--- src/rtl/core/sfp_pkg.sv ---
// shared types, constants and crc function of the sync frame parser
package sfp_pkg;

    localparam int BYTE_W      = 8;
    localparam int LEN_W       = 4;
    localparam int CRC_W       = 16;
    localparam int MAX_PAYLOAD = 8;
    localparam int STORE_DEPTH = 8;
    localparam int IDX_W       = $clog2(STORE_DEPTH);
    localparam int PAYLOAD_W   = BYTE_W * STORE_DEPTH;

    localparam logic [BYTE_W-1:0] SYNC_FIRST  = 8'hAA;
    localparam logic [BYTE_W-1:0] SYNC_SECOND = 8'h55;
    localparam logic [CRC_W-1:0]  CRC_POLY    = 16'hA001;
    localparam logic [CRC_W-1:0]  CRC_INIT    = 16'h0000;

    typedef enum logic [2:0] {
        PH_HUNT    = 3'd0,
        PH_SYNC2   = 3'd1,
        PH_TYPE    = 3'd2,
        PH_LEN     = 3'd3,
        PH_PAYLOAD = 3'd4,
        PH_CRC_LO  = 3'd5,
        PH_CRC_HI  = 3'd6
    } t_phase;

    typedef struct packed {
        logic [BYTE_W-1:0]    frame_type;
        logic [LEN_W-1:0]     frame_len;
        logic [PAYLOAD_W-1:0] frame_payload;
    } t_frame;

    // reflected crc-16, one byte, lsb first
    function automatic logic [CRC_W-1:0] crc_step(input logic [CRC_W-1:0] crc,
                                                  input logic [BYTE_W-1:0] b);
        logic [CRC_W-1:0] c;
        c = crc ^ {{(CRC_W-BYTE_W){1'b0}}, b};
        for (int k = 0; k < BYTE_W; k++) begin
            c = c[0] ? ((c >> 1) ^ CRC_POLY) : (c >> 1);
        end
        return c;
    endfunction

endpackage

--- src/rtl/core/sfp_in_if.sv ---
// byte stream channel into the frame parser
interface sfp_in_if;
    logic                        valid;
    logic                        ready;
    logic [sfp_pkg::BYTE_W-1:0]  rx_byte;

    modport source (output valid, output rx_byte, input ready);
    modport sink   (input valid, input rx_byte, output ready);
endinterface

--- src/rtl/core/sfp_out_if.sv ---
// validated frame channel out of the frame parser
interface sfp_out_if;
    logic                           valid;
    logic                           ready;
    logic [sfp_pkg::BYTE_W-1:0]     frame_type;
    logic [sfp_pkg::LEN_W-1:0]      frame_len;
    logic [sfp_pkg::PAYLOAD_W-1:0]  frame_payload;

    modport source (output valid, output frame_type, output frame_len,
                    output frame_payload, input ready);
    modport sink   (input valid, input frame_type, input frame_len,
                    input frame_payload, output ready);
endinterface

--- src/rtl/core/sfp_parser.sv ---
// parse state machine, payload store and running crc, one byte per step
module sfp_parser (
    input  logic                       i_clk,
    input  logic                       i_rst_n,
    input  logic                       i_step,
    input  logic [sfp_pkg::BYTE_W-1:0] i_byte,
    output logic                       o_hit,
    output sfp_pkg::t_frame            o_frame
);
    import sfp_pkg::*;

    t_phase                  r_phase, n_phase;
    logic [BYTE_W-1:0]       r_held_type, n_held_type;
    logic [LEN_W-1:0]        r_held_len, n_held_len;
    logic [LEN_W-1:0]        r_byte_index, n_byte_index;
    logic [BYTE_W-1:0]       r_crc_low, n_crc_low;
    logic [CRC_W-1:0]        r_crc, n_crc;
    logic [BYTE_W-1:0]       r_store [STORE_DEPTH];
    logic                    w_store_we;
    logic [CRC_W-1:0]        w_crc_upd;
    logic                    w_crc_match;

    assign w_crc_upd   = crc_step((r_phase == PH_TYPE) ? CRC_INIT : r_crc, i_byte);
    assign w_crc_match = ({i_byte, r_crc_low} == r_crc);

    // next state
    always_comb begin
        n_phase = r_phase;
        if (i_step) begin
            case (r_phase)
                PH_HUNT:    n_phase = (i_byte == SYNC_FIRST) ? PH_SYNC2 : PH_HUNT;
                PH_SYNC2: begin
                    if (i_byte == SYNC_SECOND) begin
                        n_phase = PH_TYPE;
                    end else if (i_byte == SYNC_FIRST) begin
                        n_phase = PH_SYNC2;
                    end else begin
                        n_phase = PH_HUNT;
                    end
                end
                PH_TYPE:    n_phase = PH_LEN;
                PH_LEN: begin
                    if (i_byte > BYTE_W'(MAX_PAYLOAD)) begin
                        n_phase = PH_HUNT;
                    end else if (i_byte == '0) begin
                        n_phase = PH_CRC_LO;
                    end else begin
                        n_phase = PH_PAYLOAD;
                    end
                end
                PH_PAYLOAD: begin
                    if ((r_byte_index + 1'b1) >= r_held_len) begin
                        n_phase = PH_CRC_LO;
                    end
                end
                PH_CRC_LO:  n_phase = PH_CRC_HI;
                PH_CRC_HI:  n_phase = PH_HUNT;
                default:    n_phase = PH_HUNT;
            endcase
        end
    end

    // datapath updates and result
    always_comb begin
        n_held_type  = r_held_type;
        n_held_len   = r_held_len;
        n_byte_index = r_byte_index;
        n_crc_low    = r_crc_low;
        n_crc        = r_crc;
        w_store_we   = 1'b0;
        o_hit        = 1'b0;
        if (i_step) begin
            case (r_phase)
                PH_TYPE: begin
                    n_held_type = i_byte;
                    n_crc       = w_crc_upd;
                end
                PH_LEN: begin
                    n_byte_index = '0;
                    if (i_byte <= BYTE_W'(MAX_PAYLOAD)) begin
                        n_held_len = i_byte[LEN_W-1:0];
                        n_crc      = w_crc_upd;
                    end
                end
                PH_PAYLOAD: begin
                    w_store_we   = 1'b1;
                    n_crc        = w_crc_upd;
                    n_byte_index = r_byte_index + 1'b1;
                end
                PH_CRC_LO:  n_crc_low = i_byte;
                PH_CRC_HI:  o_hit     = w_crc_match;
                default: begin
                end
            endcase
        end
    end

    // assemble frame, bytes beyond the length read as zero
    always_comb begin
        o_frame.frame_type    = r_held_type;
        o_frame.frame_len     = r_held_len;
        o_frame.frame_payload = '0;
        for (int k = 0; k < STORE_DEPTH; k++) begin
            if (LEN_W'(k) < r_held_len) begin
                o_frame.frame_payload[k*BYTE_W +: BYTE_W] = r_store[k];
            end
        end
    end

    always_ff @(posedge i_clk) begin
        if (!i_rst_n) begin
            r_phase      <= PH_HUNT;
            r_held_type  <= '0;
            r_held_len   <= '0;
            r_byte_index <= '0;
            r_crc_low    <= '0;
            r_crc        <= CRC_INIT;
        end else begin
            r_phase      <= n_phase;
            r_held_type  <= n_held_type;
            r_held_len   <= n_held_len;
            r_byte_index <= n_byte_index;
            r_crc_low    <= n_crc_low;
            r_crc        <= n_crc;
        end
    end

    always_ff @(posedge i_clk) begin
        if (w_store_we) begin
            r_store[r_byte_index[IDX_W-1:0]] <= i_byte;
        end
    end

`ifndef SYNTHESIS
    a_hit_only_on_crc_hi: assert property (@(posedge i_clk) disable iff (!i_rst_n)
        o_hit |-> (i_step && r_phase == PH_CRC_HI))
        else $error("frame result outside crc high byte");
    a_len_in_range: assert property (@(posedge i_clk) disable iff (!i_rst_n)
        r_held_len <= LEN_W'(MAX_PAYLOAD))
        else $error("held length above max payload");
    a_index_below_len: assert property (@(posedge i_clk) disable iff (!i_rst_n)
        (r_phase == PH_PAYLOAD) |-> (r_byte_index < r_held_len))
        else $error("payload index ran past length");
    a_back_to_hunt: assert property (@(posedge i_clk) disable iff (!i_rst_n)
        (i_step && r_phase == PH_CRC_HI) |=> (r_phase == PH_HUNT))
        else $error("parser did not return to hunt after crc");
`endif

endmodule

--- src/rtl/core/sync_frame_parser_crc16.sv ---
// top level of the sync frame parser with crc-16 check
//
// takes one received byte per transfer on i_rx and hunts for the sync pair
// 0xaa 0x55, followed by a type byte, a length byte (0 to 8), the payload
// and a little-endian crc-16 (reflected, poly 0xa001, init 0) over type,
// length and payload. a frame whose crc matches gives one transfer on
// o_frame carrying type, length and payload (first byte in bits 7:0, bytes
// beyond the length zero); bad sync, oversized length and crc mismatch
// give nothing. one byte is taken per cycle unless a held frame blocks the
// parser: the input register feeds the parser, whose crc update is a single
// unrolled 8-bit step, and the result register holds a finished frame until
// it is read. a byte waits in the input register until the parser steps on
// it; a frame is offered from the edge at which its last crc byte is parsed.
// the parser only steps while the result register could take a frame, so a
// full input register stalls the input while a held frame is not read.
module sync_frame_parser_crc16 (
    input  logic      i_clk,
    input  logic      i_rst_n,
    sfp_in_if.sink    i_rx,
    sfp_out_if.source o_frame
);
    import sfp_pkg::*;

    // input register
    logic              r_in_valid;
    logic [BYTE_W-1:0] r_in_byte;

    // result register
    logic              r_out_valid;
    t_frame            r_out_frame;

    logic              w_out_free;
    logic              w_step;
    logic              w_in_take;
    logic              w_hit;
    t_frame            w_frame;

    // result register can load when empty or when its frame leaves now
    assign w_out_free = !r_out_valid || o_frame.ready;
    // parser consumes the held byte whenever a result would have room
    assign w_step     = r_in_valid && w_out_free;
    assign i_rx.ready = !r_in_valid || w_step;
    assign w_in_take  = i_rx.valid && i_rx.ready;

    always_ff @(posedge i_clk) begin
        if (!i_rst_n) begin
            r_in_valid <= 1'b0;
        end else if (w_in_take) begin
            r_in_valid <= 1'b1;
        end else if (w_step) begin
            r_in_valid <= 1'b0;
        end
    end

    always_ff @(posedge i_clk) begin
        if (w_in_take) begin
            r_in_byte <= i_rx.rx_byte;
        end
    end

    sfp_parser u_parser (
        .i_clk   (i_clk),
        .i_rst_n (i_rst_n),
        .i_step  (w_step),
        .i_byte  (r_in_byte),
        .o_hit   (w_hit),
        .o_frame (w_frame)
    );

    // a new frame takes the slot; otherwise a read transfer empties it
    always_ff @(posedge i_clk) begin
        if (!i_rst_n) begin
            r_out_valid <= 1'b0;
        end else if (w_step && w_hit) begin
            r_out_valid <= 1'b1;
        end else if (o_frame.ready) begin
            r_out_valid <= 1'b0;
        end
    end

    always_ff @(posedge i_clk) begin
        if (w_step && w_hit) begin
            r_out_frame <= w_frame;
        end
    end

    assign o_frame.valid         = r_out_valid;
    assign o_frame.frame_type    = r_out_frame.frame_type;
    assign o_frame.frame_len     = r_out_frame.frame_len;
    assign o_frame.frame_payload = r_out_frame.frame_payload;

`ifndef SYNTHESIS
    a_no_overwrite: assert property (@(posedge i_clk) disable iff (!i_rst_n)
        (r_out_valid && !o_frame.ready) |-> !w_step)
        else $error("parser stepped while result register was blocked");
    a_held_byte_used: assert property (@(posedge i_clk) disable iff (!i_rst_n)
        (r_in_valid && !w_step) |=> (r_in_valid && $stable(r_in_byte)))
        else $error("held input byte lost before parsing");
    a_frame_loaded: assert property (@(posedge i_clk) disable iff (!i_rst_n)
        (w_step && w_hit) |=> r_out_valid)
        else $error("validated frame not presented");
`endif

endmodule

--- src/flat_wrapper.sv ---
// flat-port wrapper written by rule: the top's interface ports become plain ports
module sync_frame_parser_crc16_flat import sfp_pkg::*;
  (i_clk, i_rst_n, i_rx_valid, i_rx_rx_byte, i_rx_ready, o_frame_valid, o_frame_frame_type, o_frame_frame_len, o_frame_frame_payload, o_frame_ready);
  sfp_in_if i_rx_i ();
  sfp_out_if o_frame_i ();
  input  logic i_clk;
  input  logic i_rst_n;
  input wire logic [$bits(i_rx_i.valid)-1:0] i_rx_valid;
  input wire logic [$bits(i_rx_i.rx_byte)-1:0] i_rx_rx_byte;
  output wire logic [$bits(i_rx_i.ready)-1:0] i_rx_ready;
  output wire logic [$bits(o_frame_i.valid)-1:0] o_frame_valid;
  output wire logic [$bits(o_frame_i.frame_type)-1:0] o_frame_frame_type;
  output wire logic [$bits(o_frame_i.frame_len)-1:0] o_frame_frame_len;
  output wire logic [$bits(o_frame_i.frame_payload)-1:0] o_frame_frame_payload;
  input wire logic [$bits(o_frame_i.ready)-1:0] o_frame_ready;
  assign i_rx_i.valid = i_rx_valid;
  assign i_rx_i.rx_byte = i_rx_rx_byte;
  assign i_rx_ready = i_rx_i.ready;
  assign o_frame_valid = o_frame_i.valid;
  assign o_frame_frame_type = o_frame_i.frame_type;
  assign o_frame_frame_len = o_frame_i.frame_len;
  assign o_frame_frame_payload = o_frame_i.frame_payload;
  assign o_frame_i.ready = o_frame_ready;
  sync_frame_parser_crc16 u_core (.i_clk(i_clk), .i_rst_n(i_rst_n), .i_rx(i_rx_i), .o_frame(o_frame_i));
endmodule
--- config.mk ---
export PLATFORM = sky130hd
export DESIGN_NAME = sync_frame_parser_crc16_flat
export DESIGN_NICKNAME = d
export VERILOG_FILES = /design/src/rtl/core/sfp_pkg.sv /design/src/rtl/core/sfp_in_if.sv /design/src/rtl/core/sfp_out_if.sv /design/src/rtl/core/sfp_parser.sv /design/src/rtl/core/sync_frame_parser_crc16.sv /design/src/flat_wrapper.sv
export SDC_FILE = /design/constraint.sdc
export NUM_CORES = 1
export LEC_CHECK = 0
export ABC_CLOCK_PERIOD_IN_PS = 4830
export BUFFER_PORTS_ARGS = -buffer_cell sky130_fd_sc_hd__buf_2
export CAP_MARGIN = 5
export CORE_ASPECT_RATIO = 0.5
export CORE_MARGIN = 1
export CORE_UTILIZATION = 52
export CTS_CLUSTER_SIZE = 24
export DETAILED_ROUTE_END_ITERATION = 16
export PLACE_DENSITY = 0.76
export REMOVE_ABC_BUFFERS = 1
export SLEW_MARGIN = 20
export SYNTH_ARGS = -nofsm -noshare
export SYNTH_HDL_FRONTEND = slang
export SYNTH_SLANG_ARGS = --single-unit
--- constraint.sdc ---
create_clock -name i_clk -period 4.83 [get_ports i_clk]
set_clock_uncertainty 0.15 [all_clocks]
set_input_delay 0.483 -clock i_clk [delete_from_list [all_inputs] [get_ports i_clk]]
set_output_delay 0.483 -clock i_clk [all_outputs]
set_load 0.01 [all_outputs]
==> impl_results.md, run 1 <==
* Area Growth Syn to Fin at 15.8%
* Largest family of logic cells by synthesized area: simple AND/OR/NAND/NOR gates
* Vias/cell at 5.16
* Clk_lat worst skew at roughly 430 ps
* Resize count post-CTS at 0
* Setup CP Type: flop to flop
* Fmax at 0.357 GHz
* CP arrival at 2730 ps
* R2r setup slk at around 2000 ps
* Slowest cell delay on critical path at about 880 ps
* Outcome: completed
* Synthesized area at roughly 0.0076 mm^2
* Netlist cell types at 44
* Slowest-stage cell, CP: edfxtp_1
* Syn avg cell area at about 14 um^2
* Rows at 30
* Area leader, netlist: edfxtp_1
* Count of final hold-check violations at 0
* Number of enable flip-flop cells after synthesis at 148
* Relative slew margins at 31.6%
* WP data required at between 4000 and 5000 ps
* Final Critical Period at 2800 ps
* DRT Pass-1 Iters at 5
* Post-Synth Adder-Cell Area at 0.822%
* Fin cells at 829
* WL final at 13.7 mm
* XOR/XNOR Fraction of Synth Area at 6.62%
* Final Max Slew Viols at 0
* Cell count after synthesis at 544
* Register area share after synthesis at 70.2%
* H-tree depth at 4
* Yosys top cell area share at between 50% and 60%
* Top-count cell post-synth: edfxtp_1
* Initial antenna violation count at 0
* Post-CTS Hold Buffers at 0
* GP Congestion at 0.791
* Die Area at 0.0152 mm^2
* Setup Fix Bufs, Post-CTS at 0
* Starting Density at a little over half
* Final core utilization at 63.3%
* Pin count of the biggest net entering global routing at 78
* Post-route ant nets at 0
* Die height at 87.6 um
* Worst-path cell chain: xor2_1 -> nor4_1 -> nand3_1 -> nor3_4 -> buf_12
* Die width at 173 um
* Clock sinks at 193
* Residual DRC at 0
* Crit. End Element: flop
* Final global-route overflow total at 0
* Actual slew at the worst max-slew pin at 1020 ps
* Dominant cells by area after synthesis: edfxtp_1, dfxtp_1, nor2b_1
* Max Cap Viol at 0
* Share of cells above drive strength 1 at between 20% and 30%
* Final nets at 642
* DP Cell Count at between 700 and 800
* Iter 0 DRT Violations at 307
* Vias at around 4300
* PwrDens at around 380 mW/mm^2
* Seq cells post-synth at approximately 190
* Post-synth top flop: edfxtp_1
* CTS buffer count at 17
* Worst Setup Start Kind: flop
* Post-synthesis mux area share at 1.58%
* Post-synth top cells: edfxtp_1, nor2b_1, dfxtp_1
* Fillers at roughly 1000
* Worst hold path class: primary input to flop
* I/O pin count at 90
* Root Driver: clkbuf_16
* CP top delay family: flip-flops
* Post-synth ARST share at 0%
* IO Port Bufs at 89
* Tot Pwr at 0.00335 W
* Routed len/inst at 16.6 um
* Leak at ~3.4 nW
* First-pass GRT wire length at 21.4 mm
* CTS tree: done
* Detailed placer's ending HPWL at about 8.4 mm
* Yosys warning count at 0
* VDD IR max at 228 uV
* Hold slack at 72.9 ps
* Clock Tree Buf Depth at 2
* Vias in the first global route at 4071
* Crit Path Max Fanout at 77
* Total GRT Usage at 18.9%
* Final setup viols at 0
* Simple-gate portion of the synthesized area at 14.4%
* Clock slew at reported path FFs at 70 ps
* Synth Area in Compound Gates at 4.29%
* Crit path buffers/inverters at 1
* RSZ-0062 raised after global routing: false
* Core ar. at ~0.014 mm^2
* Period utilization at 58.0%
* Setup_tns at 0 ps
* # diodes at 0
## layer usage
metal	track usage (%)	routed length, um	vias up
met2	31.7	6530	128
met1	24.6	6270	2054
met4	6.11	163	0
met5	0	0	-
met3	4.99	773	15
li1	-	-	2077
## stage by stage
step                cell area (um^2)  worst slack, ps
finish                          8810             2030
global route                    8810             1910
CTS                             8810             2110
detailed placement              8200             1840
global placement                8190             1900
floorplan                       7460             -364
## kinds of logic after synthesis
group                      after synthesis
and+or+nand+nor                        202
DFF                                    193
xor gates and xnor gates                51
AOI/OAI and AO/OA                       48
buffers and inverters                   33
muxes                                   12
adders and majority gates                5
## final timing paths
check	start	to	cells past startpoint
max	u_core.r_in_byte[4]	u_core.o_frame.frame_payload[0]	5
min	i_rx_rx_byte[6]	u_core.r_in_byte[6]	1
max reg2reg	u_core.r_in_byte[4]	u_core.o_frame.frame_payload[0]	5
min reg2reg	u_core.u_parser.r_held_type[0]	u_core.o_frame.frame_type[0]	0
## report_power, final
part / internal (W) / total [W] / switching, W
Clock: 0.000791 / 0.00145 / 0.000658
Sequential: 0.00178 / 0.00182 / 0.0000398
Combinational: 0.0000421 / 0.0000783 / 0.0000362
Total: 0.00262 / 0.00335 / 0.000734
## state kept, by name (all words and copies together), names as in the netlist
name and cells:
u_core.o_frame.frame_payload 64, u_core.u_parser.r_store 64, u_core.u_parser.r_crc 16, u_core.o_frame.frame_type 8, u_core.r_in_byte 8, u_core.u_parser.r_crc_low 8, u_core.u_parser.r_held_type 8, u_core.o_frame.frame_len 4
u_core.u_parser.r_byte_index 4, u_core.u_parser.r_held_len 4, u_core.u_parser.r_phase 3, u_core.o_frame.valid 1, u_core.r_in_valid 1
## cell usage in the layout (no fill, tap or decap), types with 3 or more instances in the layout
master | netlist | final
a21boi_0 | 20 | 20
a21oi_1 | 10 | 10
a22oi_1 | 3 | 3
and2_1 | 11 | 11
buf_2 | 9 | 89
clkbuf_16 | 0 | 17
dfxtp_1 | 45 | 45
edfxtp_1 | 148 | 148
ha_1 | 5 | 5
inv_1 | 3 | 3
inv_8 | 0 | 5
mux2i_1 | 12 | 12
nand2_1 | 39 | 39
nand2b_1 | 6 | 6
nand3_1 | 18 | 18
nand4_1 | 3 | 3
nor2_1 | 20 | 20
nor2b_1 | 79 | 79
nor3_1 | 11 | 11
nor4_1 | 6 | 5
o21ai_0 | 6 | 6
xnor2_1 | 30 | 30
xor2_1 | 16 | 16
## layout make-up
| class | instances | area [um^2] | share of cell area [%] |
|---|---|---|---|
| Multi-Input combinational cell | 318 | 2120 | 24.1 |
| Inverter | 3 | 11.3 | 0.128 |
| Clock inverter | 14 | 191 | 2.17 |
| Timing Repair Buffer | 92 | 480 | 5.45 |
| Sequential cell | 193 | 5350 | 60.6 |
| Tap cell | 192 | 240 | 2.73 |
| Clock buffer | 17 | 425 | 4.83 |
(Power assumes the default switching activity.)
==> run 2: changes to the inputs <==
--- a/config.mk
+++ b/config.mk
@@ -5,7 +5,7 @@
 export SDC_FILE = /design/constraint.sdc
 export NUM_CORES = 1
 export LEC_CHECK = 0
-export ABC_CLOCK_PERIOD_IN_PS = 4830
+export ABC_CLOCK_PERIOD_IN_PS = 2510
 export BUFFER_PORTS_ARGS = -buffer_cell sky130_fd_sc_hd__buf_2
 export CAP_MARGIN = 5
 export CORE_ASPECT_RATIO = 0.5
==> constraint.sdc (replaced) <==
create_clock -name i_clk -period 2.51 [get_ports i_clk]
set_clock_uncertainty 0.15 [all_clocks]
set_input_delay 0.251 -clock i_clk [delete_from_list [all_inputs] [get_ports i_clk]]
set_output_delay 0.251 -clock i_clk [all_outputs]
set_load 0.01 [all_outputs]
==> run 2 against run 1 <==
Compared with the run above: non-clock buffer count increased by 41; register-to-register slack got worse by 1800 ps; wire length increased by 4.5%; power increased by 89%; critical endpoint is now u_core.o_frame.frame_payload[54].
==> impl_results.md, run 2 (synthesis results as in run 1) <==
* IO Port Bufs at 89
* CP arrival at 2220 ps
* DR WL met2 at around 7 mm
* Final Max Slew Viols at 0
* Iter 0 DRT Violations at between 300 and 400
* Most frequent cells in the layout: edfxtp_1, buf_2, nor2b_1, dfxtp_1, nand2_1
* Detailed placer's ending HPWL at around 9.4 mm
* Vias/cell at between 5 and 6
* Final global-route overflow total at 0
* Wire length on met3 at 658 um
* Switching part of the total at around 23%
* GP Congestion at 0.840
* Leak at 3.62 nW
* Root Driver: clkbuf_16
* Count of final hold-check violations at 0
* PwrDens at between 600 and 700 mW/mm^2
* Initial antenna violation count at 0
* Setup ws final at roughly 260 ps
* VDD IR max at between 400 and 500 uV
* Most common cell after layout, fill and taps aside: edfxtp_1
* Final setup viols at 0
* Cell Int Power at 0.00488 W
* Final nets at 683
* Area Growth Syn to Fin at 19.9%
* Final Critical Period at 2250 ps
* RSZ-0062 raised after global routing: false
* Die height at roughly 90 um
* Setup CP Type: flop to flop
* Die Area at 0.0152 mm^2
* Hold slack at 37.4 ps
* Max Cap Viol at 0
* Starting Density at 54.7%
* First-pass GRT wire length at 22.4 mm
* Actual slew at the worst max-slew pin at about 750 ps
* H-tree depth at 4
* Crit. End Element: flop
* Top routing layer in use: met4
* I/O pin count at 90
* # diodes at 0
* Outcome: completed
* Relative slew margins at 49.5%
* Pin count of the biggest net entering global routing at 48
* Final Instance Area at between 0.009 and 0.01 mm^2
* CTS buffer count at 17
* WL final at approximately 14 mm
* Clk pwr share at 41.6%
* Die width at about 170 um
* Vias at 4434
* Crit Path Max Fanout at 45
* DRT Pass-1 Iters at 5
* Rows at 30
* Worst Hold Launch: o_frame_ready
* Worst Setup Start Kind: flop
* Post-DP Area at 0.00842 mm^2
* Fmax at 0.445 GHz
* Post-route ant nets at 0
* Vias in the first global route at approximately 4300
* Clock Tree Buf Depth at 2
* CTS tree: done
* Wire length on met1 at 6.49 mm
* Net Switching at 0.00145 W
* Comb power frac at 3.9%
* Worst Setup SP: u_core.o_frame.valid
* Sequential Power Share at 54.5%
* Core ar. at 0.0139 mm^2
* Worst hold path class: primary input to flop
* Residual DRC at 0
* Clock sinks at 193
* Routed len/inst at 16.5 um
* Period utilization at 89.6%
* Pre-CTS setup slack at ~220 ps
* Worst r2r src: u_core.o_frame.valid
* Clock slew at reported path FFs at 70 ps
* Share of cells above drive strength 1 at 24.0%
* Total GRT Usage at 19.9%
* Clk_lat worst skew at 430 ps
* WP data required at roughly 2500 ps
==> run 2: worst paths after layout <==
check	end	slack [ps]	cells after the start
max	u_core.o_frame.frame_payload[54]	260	6
min	u_core.o_frame.valid	40	3
max reg2reg	u_core.o_frame.frame_payload[54]	260	6
min reg2reg	u_core.o_frame.frame_type[2]	280	0
==> run 2: metrics by stage <==
step           TNS (ps)  total power (W)  util, %  std cells
2_1_floorplan   -193790          0.00365        -        514
3_3_place_gp          0          0.00375     60.5        827
3_5_place_dp          0          0.00375     60.5        827
4_1_cts               0          0.00637     65.4        868
5_1_grt               0          0.00651     65.6        871
6_report              0          0.00633     65.6        871
==> run 2: cell type report <==
type,instances,area [um^2]
timing repair buffer,133,823
fill,999,4800
clock inverter,15,166
clock buffer,17,425
sequential,193,5350
inverter,3,11.3
multi-input combinational,318,2120
tap,192,240
==> run 2: timing repair <==
| action | in CTS | in global routing |
|---|---|---|
| hold buffers | 9 | 0 |
| setup endpoints to repair | 0 | 2 |
| setup buffers | 0 | 3 |
| gates resized for setup | 0 | 1 |
| hold endpoints to repair | 9 | 0 |
==> run 2: power by group through the flow <==
stage	sequential, W	combinational [W]	clock [W]
after global placement	0.00353	0.000223	0
after detailed placement	0.00353	0.000225	0
after global routing	0.00345	0.000265	0.00280
after floorplan	0.00354	0.000115	0
after CTS	0.00345	0.000238	0.00267
final	0.00345	0.000248	0.00263
==> run 2: metal layers <==
layer  global-route usage [%]  up-vias
li1                         -     2156
met1                     25.4     2158
met2                     34.3      107
met3                     4.77       13
met4                     6.36        0
met5                        0        -
==> run 2: worst max-delay path, cell delays in order (launching register included) <==
cell and delay (ps):
dfxtp_1 320, nand2b_1 90, and2_1 150, nand2_1 70, or4b_1 530, nor3_4 320, buf_12 270
